`config.mk`:
```
export PLATFORM = sky130hd
export DESIGN_NAME = bpa_ctrl
export DESIGN_NICKNAME = d
export VERILOG_FILES = /design/src/design/bpa_pkg.sv /design/src/design/bpa_ctrl.sv
export SDC_FILE = /design/constraint.sdc
export NUM_CORES = 1
export LEC_CHECK = 0
export BUFFER_PORTS_ARGS = -buffer_cell sky130_fd_sc_hd__buf_2
export CAP_MARGIN = 25
export CORE_UTILIZATION = 45
export CTS_CLUSTER_SIZE = 12
export DETAILED_ROUTE_END_ITERATION = 10
export GPL_ROUTABILITY_DRIVEN = 0
export PLACE_DENSITY_LB_ADDON = 0.15
export SYNTH_ARGS = -nofsm -noshare
export SYNTH_HDL_FRONTEND = slang
export SYNTH_SLANG_ARGS = --single-unit
```
`constraint.sdc`:
```
create_clock -name clk -period 1.8 [get_ports clk]
set_clock_uncertainty 0.2 [all_clocks]
set_input_delay 0.18 -clock clk [delete_from_list [all_inputs] [get_ports clk]]
set_output_delay 0.18 -clock clk [all_outputs]
set_load 0.01 [all_outputs]
```
`src/design/bpa_pkg.sv`:
```
// Shared types, constants and codes for the buddy page allocator.
package bpa_pkg;

	localparam int DEF_PAGE_COUNT = 65536;
	localparam int DEF_MAX_ORDER  = 10;
	localparam int DEF_PAGE_BYTES = 4096;

	localparam int ORD_W = 4;
	localparam logic [ORD_W-1:0] ORDER_NONE = 4'hF;

	localparam logic [1:0] ST_OK        = 2'd0;
	localparam logic [1:0] ST_TOO_LARGE = 2'd1;
	localparam logic [1:0] ST_NO_SPACE  = 2'd2;
	localparam logic [1:0] ST_BAD_FREE  = 2'd3;

	typedef enum logic [3:0] {
		S_INIT, S_IDLE, S_DEC, S_A_UNL, S_SPL, S_SPL2, S_F_CHK,
		S_MRG, S_BCK, S_UNL, S_PUSH1, S_PUSH2, S_RES
	} state_t;

	typedef enum logic [3:0] {
		OP_NOP, OP_CLR, OP_LOAD, OP_A_START, OP_A_UNL, OP_SPL1, OP_SPL2,
		OP_F_START, OP_F_CHK, OP_F_RDB, OP_F_LATCH, OP_F_UNL,
		OP_PUSH1, OP_PUSH2, OP_RES
	} op_t;

	typedef struct packed {
		op_t        op;
		logic [1:0] code;
	} dp_cmd_t;

	typedef struct packed {
		logic clr_last;
		logic is_free;
		logic oversize;
		logic none_free;
		logic bad_free;
		logic chk_ok;
		logic split_more;
		logic merge_try;
		logic buddy_ok;
		logic out_busy;
	} dp_stat_t;

endpackage

```
`src/design/bpa_ctrl.sv`:
```
// Sequencer for clearing, allocation splits and free merges.
module bpa_ctrl (
	input  logic               clk,
	input  logic               arst_n,
	input  logic               in_valid,
	output logic               in_ready,
	input  bpa_pkg::dp_stat_t  stat,
	output bpa_pkg::dp_cmd_t   cmd
);
	import bpa_pkg::*;

	state_t     state_q, state_d;
	logic [1:0] code_q, code_d;

	always_ff @(posedge clk or negedge arst_n) begin
		if (!arst_n) begin
			state_q <= S_INIT;
			code_q  <= ST_OK;
		end else begin
			state_q <= state_d;
			code_q  <= code_d;
		end
	end

	always_comb begin
		state_d  = state_q;
		code_d   = code_q;
		in_ready = 1'b0;
		cmd.op   = OP_NOP;
		cmd.code = code_q;
		case (state_q)
			S_INIT: begin
				cmd.op = OP_CLR;
				if (stat.clr_last) state_d = S_IDLE;
			end
			S_IDLE: begin
				in_ready = 1'b1;
				if (in_valid) begin
					cmd.op  = OP_LOAD;
					state_d = S_DEC;
				end
			end
			S_DEC: begin
				if (stat.is_free) begin
					if (stat.bad_free) begin
						code_d = ST_BAD_FREE; state_d = S_RES;
					end else begin
						cmd.op = OP_F_START; state_d = S_F_CHK;
					end
				end else if (stat.oversize) begin
					code_d = ST_TOO_LARGE; state_d = S_RES;
				end else if (stat.none_free) begin
					code_d = ST_NO_SPACE; state_d = S_RES;
				end else begin
					cmd.op = OP_A_START; state_d = S_A_UNL;
				end
			end
			S_A_UNL: begin
				cmd.op  = OP_A_UNL;
				state_d = S_SPL;
			end
			S_SPL: begin
				if (stat.split_more) begin
					cmd.op = OP_SPL1; state_d = S_SPL2;
				end else begin
					code_d = ST_OK; state_d = S_RES;
				end
			end
			S_SPL2: begin
				cmd.op  = OP_SPL2;
				state_d = S_SPL;
			end
			S_F_CHK: begin
				if (stat.chk_ok) begin
					cmd.op = OP_F_CHK; state_d = S_MRG;
				end else begin
					code_d = ST_BAD_FREE; state_d = S_RES;
				end
			end
			S_MRG: begin
				if (stat.merge_try) begin
					cmd.op = OP_F_RDB; state_d = S_BCK;
				end else begin
					state_d = S_PUSH1;
				end
			end
			S_BCK: begin
				if (stat.buddy_ok) begin
					cmd.op = OP_F_LATCH; state_d = S_UNL;
				end else begin
					state_d = S_PUSH1;
				end
			end
			S_UNL: begin
				cmd.op  = OP_F_UNL;
				state_d = S_MRG;
			end
			S_PUSH1: begin
				cmd.op  = OP_PUSH1;
				state_d = S_PUSH2;
			end
			S_PUSH2: begin
				cmd.op  = OP_PUSH2;
				code_d  = ST_OK;
				state_d = S_RES;
			end
			S_RES: begin
				if (!stat.out_busy) begin
					cmd.op  = OP_RES;
					state_d = S_IDLE;
				end
			end
			default: state_d = S_IDLE;
		endcase
	end

endmodule

```
==> results of run 1 <==
logic make-up (layout without fill, tap and decap cells):
| family | count (synthesis) | in the layout | share of synthesized area |
|---|---|---|---|
| AOI/OAI and AO/OA | 37 | 37 | 0.3420 |
| buffers and inverters | 14 | 56 | 0.1076 |
| DFF | 6 | 6 | 0.2083 |
| muxes | 2 | 2 | 0.04167 |
| and+or+nand+nor | 37 | 37 | 0.3004 |
cells in the final DEF (no fill, tap or decap), drive strengths merged:
master and count:
a2111oi 1, a211oi 1, a21boi 2, a21o 2, a21oi 7, a22oi 2
a31oi 1, a32oi 3, and3 2, and3b 1, and4bb 1, buf 48
clkbuf 3, dfrtp 6, dlygate4sd3 1, inv 4, mux2 2, nand2 7
nand2b 4, nand3 4, nand3b 3, nand4b 1, nor2 5, nor2b 6
nor3 2, o21a 1, o21ai 11, o221ai 2, o22ai 1, o2bb2ai 1
o31ai 2, or3 1
metal layers:
layer  up-vias  global-route usage  wire [um]
li1        443                   -          -
met2        57              0.4625       1290
met5         -                   0          0
met1       450              0.4201       1133
met4         0             0.06875         19
met3         4             0.05603        172
repair_timing:
item                       4_1_cts  5_1_grt
resized for setup               21       15
hold endpoints to repair         6        0
pin swaps                       10        5
setup buffers                   15        2
setup endpoints to repair        4        8
hold buffers                     1        0
critical path, cell delays in order (launching register included):
cell and delay (ps):
dfrtp_2 420, buf_12 140, nor2b_2 180, o21ai_0 170
a21boi_1 170, o21ai_1 120, buf_2 140
through the flow:
step	instances	setup slack [ps]	total power [uW]
2_1_floorplan	96	125.1	1054
3_3_place_gp	135	24.23	1424
3_5_place_dp	135	42.74	1435
4_1_cts	152	-38.61	1860
5_1_grt	154	-229.9	2299
6_report	154	-176.2	2157
area by class of cell:
class | count | area (sq um)
Multi-Input combinational cell | 76 | 575.6
Timing Repair Buffer | 49 | 374.1
Fill cell | 100 | 345.3
Sequential cell | 6 | 153.9
Clock buffer | 3 | 22.52
Tap cell | 16 | 20.02
Inverter | 4 | 15.01
final timing paths:
check	start	end	slack, ps
max in group asynchronous	arst_n	state_q[2]$_DFFE_PN0P_	1130
worst min register to register	code_q[0]$_DFFE_PN0P_	code_q[0]$_DFFE_PN0P_	310
min in group clk	stat[9]	state_q[0]$_DFFE_PN0P_	100
worst max register to register	state_q[0]$_DFFE_PN0P_	code_q[0]$_DFFE_PN0P_	-90
worst min-delay path	arst_n	state_q[0]$_DFFE_PN0P_	90
worst max-delay path	state_q[2]$_DFFE_PN0P_	cmd[3]	-180
state kept, by name, summed over array words and instances, names as in the netlist:
name and cells:
state_q 4, code_q 2
power by group through the flow:
stage,clock [uW],combinational (uW),sequential (uW)
global route,150,1870,280
CTS,123,1460,277
global placement,0,1120,300
detailed placement,0,1130,302
finish,136,1740,279
floorplan,0,804,250
==> out/qor_table.md, run 1 <==
| Group | Metric | This run |
|---|---|---|
| run status | Run status | finished, violations left |
| run status | Failing checks | negative setup slack |
| power | Proportion of power drawn by flip-flops and latches | 0.130 |
| power | Internal power component | 1210 uW |
| placed design | Detailed-placement wirelength estimate | 1.451 mm |
| timing | Maximum frequency from static timing analysis | 0.5060 GHz |
| power | Total power density per cell area | 1858 mW/mm^2 |
| synthesis | Synthesized netlist cell count | 96 |
| drt | Total wirelength of the detailed-routed design | 2.616 mm |
| setup path | Maximum fanout count along the critical path | 5 |
| power | Switch Pwr | 947.6 uW |
| finish | Area Growth Syn to Fin | 61.11% |
| power | Combinational fraction of design power | 0.807 |
| global routing | Maximum number of pins on one net before global-route repair | 13 |
| clock network | Post-CTS clock slew at the launch and capture registers of the worst setup and hold paths | 60 ps |
| synthesis | Cells taking the most area after synthesis | dfrtp_1 21%, o21ai_0 6.3%, a21oi_1 4.9% |
| drt | Post-DR wirelength/cell | 16.99 um |
| drt | Drt via density | 6.195 |
| synthesis | Most used flip-flop cell after synthesis | dfrtp_1 |
| timing | Number of endpoints failing setup at the final stage | 6 |
| timing | Pin slew with the least headroom to its limit | 297.7 ps |
| timing | Final Hold Viols | 0 |
| global routing | Initial antenna violation count | 0 |
| timing | Count of final max-slew check failures | 0 |
| global routing | Number of global-route vias before repair | 868 |
| finish | End-of-flow core utilization | 0.7708 |
| synthesis | Post-synthesis sequential element count | 6 |
| clock network | Clock tree from TritonCTS | done |
| synthesis | Mean Syn Cell Area | 7.507 sq um |
| synthesis | Cell taking the most area after synthesis | dfrtp_1 |
| flow run | Max-cap violations | 0 |
| setup path | Worst Setup Start Kind | flip-flop |
| finish | Post-route standard cell area excluding fillers | 0.001161 sq mm |
| clock network | Cell at the root of the clock tree | clkbuf_4 |
| synthesis | Dominant cell by count in the synthesized netlist | o21ai_0 |
| clock network | Largest buffer count on any clock path | 2 |
| timing | Final min period | 1976 ps |
| drt | Antenna Violating Nets Remaining | 0 |
| synthesis | Net count after synthesis | 109 |
| finish | NumNets Final | 153 |
| synthesis | Yosys Warn Count | 0 |
| worst hold path | Kind of path behind the tightest hold check | primary input to asynchronous set/reset pin |
| drt | Via count | 954 |
| floorplanning | Die Outline Area | 0.001766 sq mm |
| setup path | Type of the worst setup path | flip-flop to output port |
| drt | First-pass iteration count of the detailed router | 4 |
| floorplanning | Core ar. | 0.001506 sq mm |
| floorplanning | Height of the die | 42.02 um |
| floorplanning | Boundary pin count | 20 |
| global routing | Total Routing Usage GR | 0.2943 |
| placed design | Instance area at placement | 890.9 sq um |
| power | Clock network power share | 0.063 |
| synthesis | List of most frequent post-synthesis cells | 9 x o21ai_0, 7 x a21oi_1, 7 x nand2_1, 6 x dfrtp_1 |
| synthesis | Number of synthesized flops with an enable pin | 0 |
| power | Peak supply drop | 0.8646 mV |
| clock network | # H-tree levels | 1 |
| synthesis | Netlist area before placement | 720.7 sq um |
| finish | Total inserted antenna cells | 0 |
| setup path | Worst Setup End Kind | output port |
| synthesis | Netlist cell types | 38 |
| global routing | Global-route wire length before repair | 4.064 mm |
| floorplanning | Die X-Extent | 42.02 um |
| timing | Worst relative slew slack | 0.7995 |
| clock network | Inserted Clock Buffers | 3 |
| power | Leakage | 0.0005322 uW |
| placed design | Input/output buffers | 19 |
| timing | Final critical-path setup slack | -176.2 ps |
| clock network | Clock latency reported for the late side of the worst-skew pair | 260 ps |
| global routing | GRT Residual Overflow | 0 |
| timing | Crit share post-route | 1.098 |
| setup path | Worst path required time | 1420 ps |
| floorplanning | Site Rows | 14 |
| finish | Fraction of layout cells with a size suffix above 1 | 0.5362 |
| synthesis | Area share of the largest cell type after synthesis | 0.2083 |
| timing | Total negative slack | -549.8 ps |
| power | Switching power share of the total | 0.4392 |
| synthesis | Async S/R FF share, synth | 1.000 |
| setup path | Cell count of the worst reg-to-reg path | 6 |
| floorplanning | Starting utilization of the core area | 0.4784 |
| clock network | Sinks on Clock Net | 6 |
| setup path | Signal arrival time at the worst endpoint | 1600 ps |
| synthesis | Register area share after synthesis | 0.2083 |
| drt | DRT iter0 DRCs | 48 |
| drt | # DRC | 0 |
| timing | Worst hold slack after final layout | 93.74 ps |
| timing | RSZ-0062 raised after global routing | true |
No activity file was read; power rests on OpenSTA's default activity.
==> run 2: changes to the inputs <==
- CELL_PAD_IN_SITES_DETAIL_PLACEMENT: unset -> 2
- CELL_PAD_IN_SITES_GLOBAL_PLACEMENT: unset -> 2
- CORE_ASPECT_RATIO: unset -> 1.4
- CORE_UTILIZATION: 45 -> 25
- CTS_CLUSTER_DIAMETER: unset -> 30
- RECOVER_POWER: unset -> 100
==> run 2 against run 1 <==
The flow still finishes with violations (negative setup slack). Critical path depth is the same. Die area increased by 76%. Register-to-register slack better by 40 ps. Clock power about the same. Critical path type unchanged. Sequential share of layout area shrank 1.3 points. Fmax is 5.5% higher.
==> out/qor_table.md, run 2 (synthesized netlist as in run 1, its figures left out) <==
| Group | Metric | This run | Change |
|---|---|---|---|
| run status | Run status | finished, violations left |  |
| run status | Failing checks | negative setup slack |  |
| clock network | Cell at the root of the clock tree | clkbuf_4 |  |
| drt | Drt via density | 5.240 | -15% |
| timing | Count of final max-slew check failures | 0 | unchanged |
| worst hold path | Startpoint of the tightest hold check path | stat[9] |  |
| global routing | Initial antenna violation count | 0 | unchanged |
| power | Leakage | 0.0005634 uW | +5.9% |
| floorplanning | Height of the die | 65.53 um | +56% |
| finish | Most used cells in the layout excluding fill and tap cells | 24 x buf_4, 15 x buf_2, 7 x nand2_1, 7 x buf_6, 6 x a21oi_1 |  |
| timing | Pin slew with the least headroom to its limit | 362.1 ps | +64.42 ps |
| setup path | Family of cells with the greatest summed delay on the critical path | buffers and inverters |  |
| global routing | Global-route wire length before repair | 5.181 mm | +27% |
| floorplanning | Core ar. | 0.002670 sq mm | +77% |
| clock network | Largest buffer count on any clock path | 2 | unchanged |
| power | Combinational fraction of design power | 0.829 | +0.022 |
| drt | Via count | 938 | -1.7% |
| drt | Post-DR wirelength/cell | 18.72 um | +10% |
| timing | Worst relative slew slack | 0.7586 | -0.04085 |
| setup path | Reg-to-reg critical path endpoint | code_q[0]$_DFFE_PN0P_ |  |
| timing | Total negative slack | -321.8 ps | +228.0 ps |
| global routing | GRT Residual Overflow | 0 | unchanged |
| power | Tot Pwr | 2376 uW | +10% |
| worst hold path | Hold worst-path end | state_q[0]$_DFFE_PN0P_ |  |
| drt | Total wirelength of the detailed-routed design | 3.350 mm | +28% |
| placed design | Input/output buffers | 19 | unchanged |
| floorplanning | Boundary pin count | 20 | unchanged |
| setup path | Worst path bufs/invs | 3 | +1 |
| placed design | Detailed-placement wirelength estimate | 2.166 mm | +49% |
| worst hold path | Number of instances on the worst hold path | 3 |  |
| global routing | Total Routing Usage GR | 0.2362 | -0.05809 |
| power | Proportion of power drawn by flip-flops and latches | 0.115 | -0.015 |
| setup path | Worst Setup End Kind | output port |  |
| setup path | Source of the worst register-to-register timing path | state_q[3]$_DFFE_PN0P_ |  |
| power | Clock network power share | 0.057 | -0.006 |
| timing | Maximum frequency from static timing analysis | 0.5340 GHz | +5.5% |
| finish | Non-filler cells, final | 179 | +16% |
| global routing | Maximum number of pins on one net before global-route repair | 11 | -2 |
| power | Switch Pwr | 1061 uW | +12% |
| setup path | Worst path required time | 1420 ps | about the same |
| timing | RSZ-0062 raised after global routing | true |  |
| finish | Filler Cell Count | 324 | +220% |
| timing | Final critical-path setup slack | -72.74 ps | +103.4 ps |
| power | Peak supply drop | 0.6238 mV | -28% |
| clock network | Inserted Clock Buffers | 3 | unchanged |
| floorplanning | Site Rows | 22 | +8 |
| placed design | Placed insts | 158 | +17% |
| clock network | Sinks on Clock Net | 6 | unchanged |
| timing | Worst hold slack after final layout | 85.28 ps | -8.458 ps |
| timing | Number of endpoints failing setup at the final stage | 6 | unchanged |
| clock network | Clock latency reported for the late side of the worst-skew pair | 260 ps | about the same |
| floorplanning | Starting utilization of the core area | 0.2699 | -0.2085 |
| setup path | Largest stage delay on the critical path | 420 ps | about the same |
| finish | Most common cell after layout, fill and taps aside | buf_4 |  |
| setup path | Worst Setup Start Kind | flip-flop |  |
| finish | Top register by number of flip-flops | state_q |  |
| power | Switching power share of the total | 0.4463 | +0.007067 |
| setup path | Signal arrival time at the worst endpoint | 1490 ps | -110 ps |
| timing | Final Hold Viols | 0 | unchanged |
| drt | Antenna Violating Nets Remaining | 0 | unchanged |
| floorplanning | Die Outline Area | 0.003104 sq mm | +76% |
| power | Total power density per cell area | 1866 mW/mm^2 | +0.41% |
| flow run | Max-cap violations | 0 | unchanged |
| finish | Fraction of layout cells with a size suffix above 1 | 0.5455 | +0.009223 |
| timing | Final min period | 1873 ps | -103.4 ps |
| finish | Area Growth Syn to Fin | 76.74% |  |
| finish | Regs by FF count | state_q x4, code_q x2 |  |
| drt | # DRC | 0 | unchanged |
| worst hold path | Kind of path behind the tightest hold check | primary input to flip-flop |  |
| setup path | Worst-case register-to-register setup slack | -50 ps | +40 ps |
| clock network | Clock tree from TritonCTS | done |  |
| drt | First-pass iteration count of the detailed router | 4 | unchanged |
| setup path | Cells along the critical path | buf_12 > and4bb_1 > o21ai_2 > buf_4 > o221ai_2 > buf_2 |  |
| finish | Total inserted antenna cells | 0 | unchanged |
| drt | DRT iter0 DRCs | 10 | -79% |
| setup path | Type of the worst setup path | flip-flop to output port |  |
| power | Internal power component | 1316 uW | +8.8% |
| finish | Largest register FFs | 4 | unchanged |
| finish | End-of-flow core utilization | 0.4770 | -0.2937 |
| setup path | Cell count of the worst reg-to-reg path | 6 | unchanged |
| clock network | # H-tree levels | 1 | unchanged |
| setup path | Maximum fanout count along the critical path | 5 | unchanged |
| setup path | Library cell contributing the largest single delay on the critical path | dfrtp_2 |  |
| global routing | Number of global-route vias before repair | 1019 | +17% |
| floorplanning | Die X-Extent | 47.38 um | +13% |
| timing | Crit share post-route | 1.040 | -0.05747 |
| finish | NumNets Final | 158 | +3.3% |
| clock network | Post-CTS clock slew at the launch and capture registers of the worst setup and hold paths | 50 ps | about the same |
==> run 2: cell type report <==
type	count	area, sq um	share of cell area
clock buffers	3	22.52	0.01768
repair buffers	54	414.1	0.3251
multi-input cells	76	624.3	0.4902
flip-flops and latches	6	152.6	0.1198
inverters	4	15.01	0.01179
well taps	36	45.04	0.03536
==> run 2: metrics by stage <==
step                worst slack (ps)  cell area, sq um
CTS                           -76.30              1161
floorplan                      125.1             720.7
global route                  -121.0              1274
detailed placement           -0.4218             938.4
finish                        -72.74              1274
global placement              -2.713             938.4
==> run 2: metal layers <==
| metal | routed length (um) | vias to the layer above | share of wire | global-route usage |
|---|---|---|---|---|
| li1 | - | 449 | - | - |
| met1 | 1403 | 469 | 0.42 | 0.3010 |
| met2 | 1879 | 18 | 0.56 | 0.4281 |
| met3 | 52 | 2 | 0.016 | 0.01648 |
| met4 | 14 | 0 | 0.0042 | 0.02143 |
| met5 | 0 | - | 0 | 0 |
==> run 2: worst max path at each step <==
| stage | end | cells after the start | from |
|---|---|---|---|
| final | cmd[4] | 6 | state_q[2]$_DFFE_PN0P_ |
| after floorplan | code_q[0]$_DFFE_PN0P_ | 5 | state_q[1]$_DFFE_PN0P_ |
| after detailed placement | code_q[0]$_DFFE_PN0P_ | 4 | state_q[1]$_DFFE_PN0P_ |
| after CTS | cmd[4] | 6 | state_q[3]$_DFFE_PN0P_ |
| after global routing | cmd[4] | 6 | state_q[2]$_DFFE_PN0P_ |
| after global placement | code_q[1]$_DFFE_PN0P_ | 4 | state_q[1]$_DFFE_PN0P_ |
==> run 2: timing repair <==
item                                   CTS  global route
endpoints found under the hold margin    6             0
setup endpoints to repair                7             9
hold buffers                             1             0
buffers inserted                        13             4
pin swaps                                7            11
resized for setup                       29            18
==> run 2: worst register-to-register path, cell delays in order, from the launching register on <==
cell and delay, ps:
dfrtp_1 430, buf_4 160, buf_4 130, a211oi_2 130, a32oi_1 110, a21boi_2 240, mux2_4 320
==> run 2: power by group through the flow <==
stage	clock network, uW	registers [uW]	logic (uW)
2_1_floorplan	0	250	804
3_3_place_gp	0	279	1230
3_5_place_dp	0	288	1250
4_1_cts	129	267	1700
5_1_grt	142	278	2100
6_report	135	272	1970
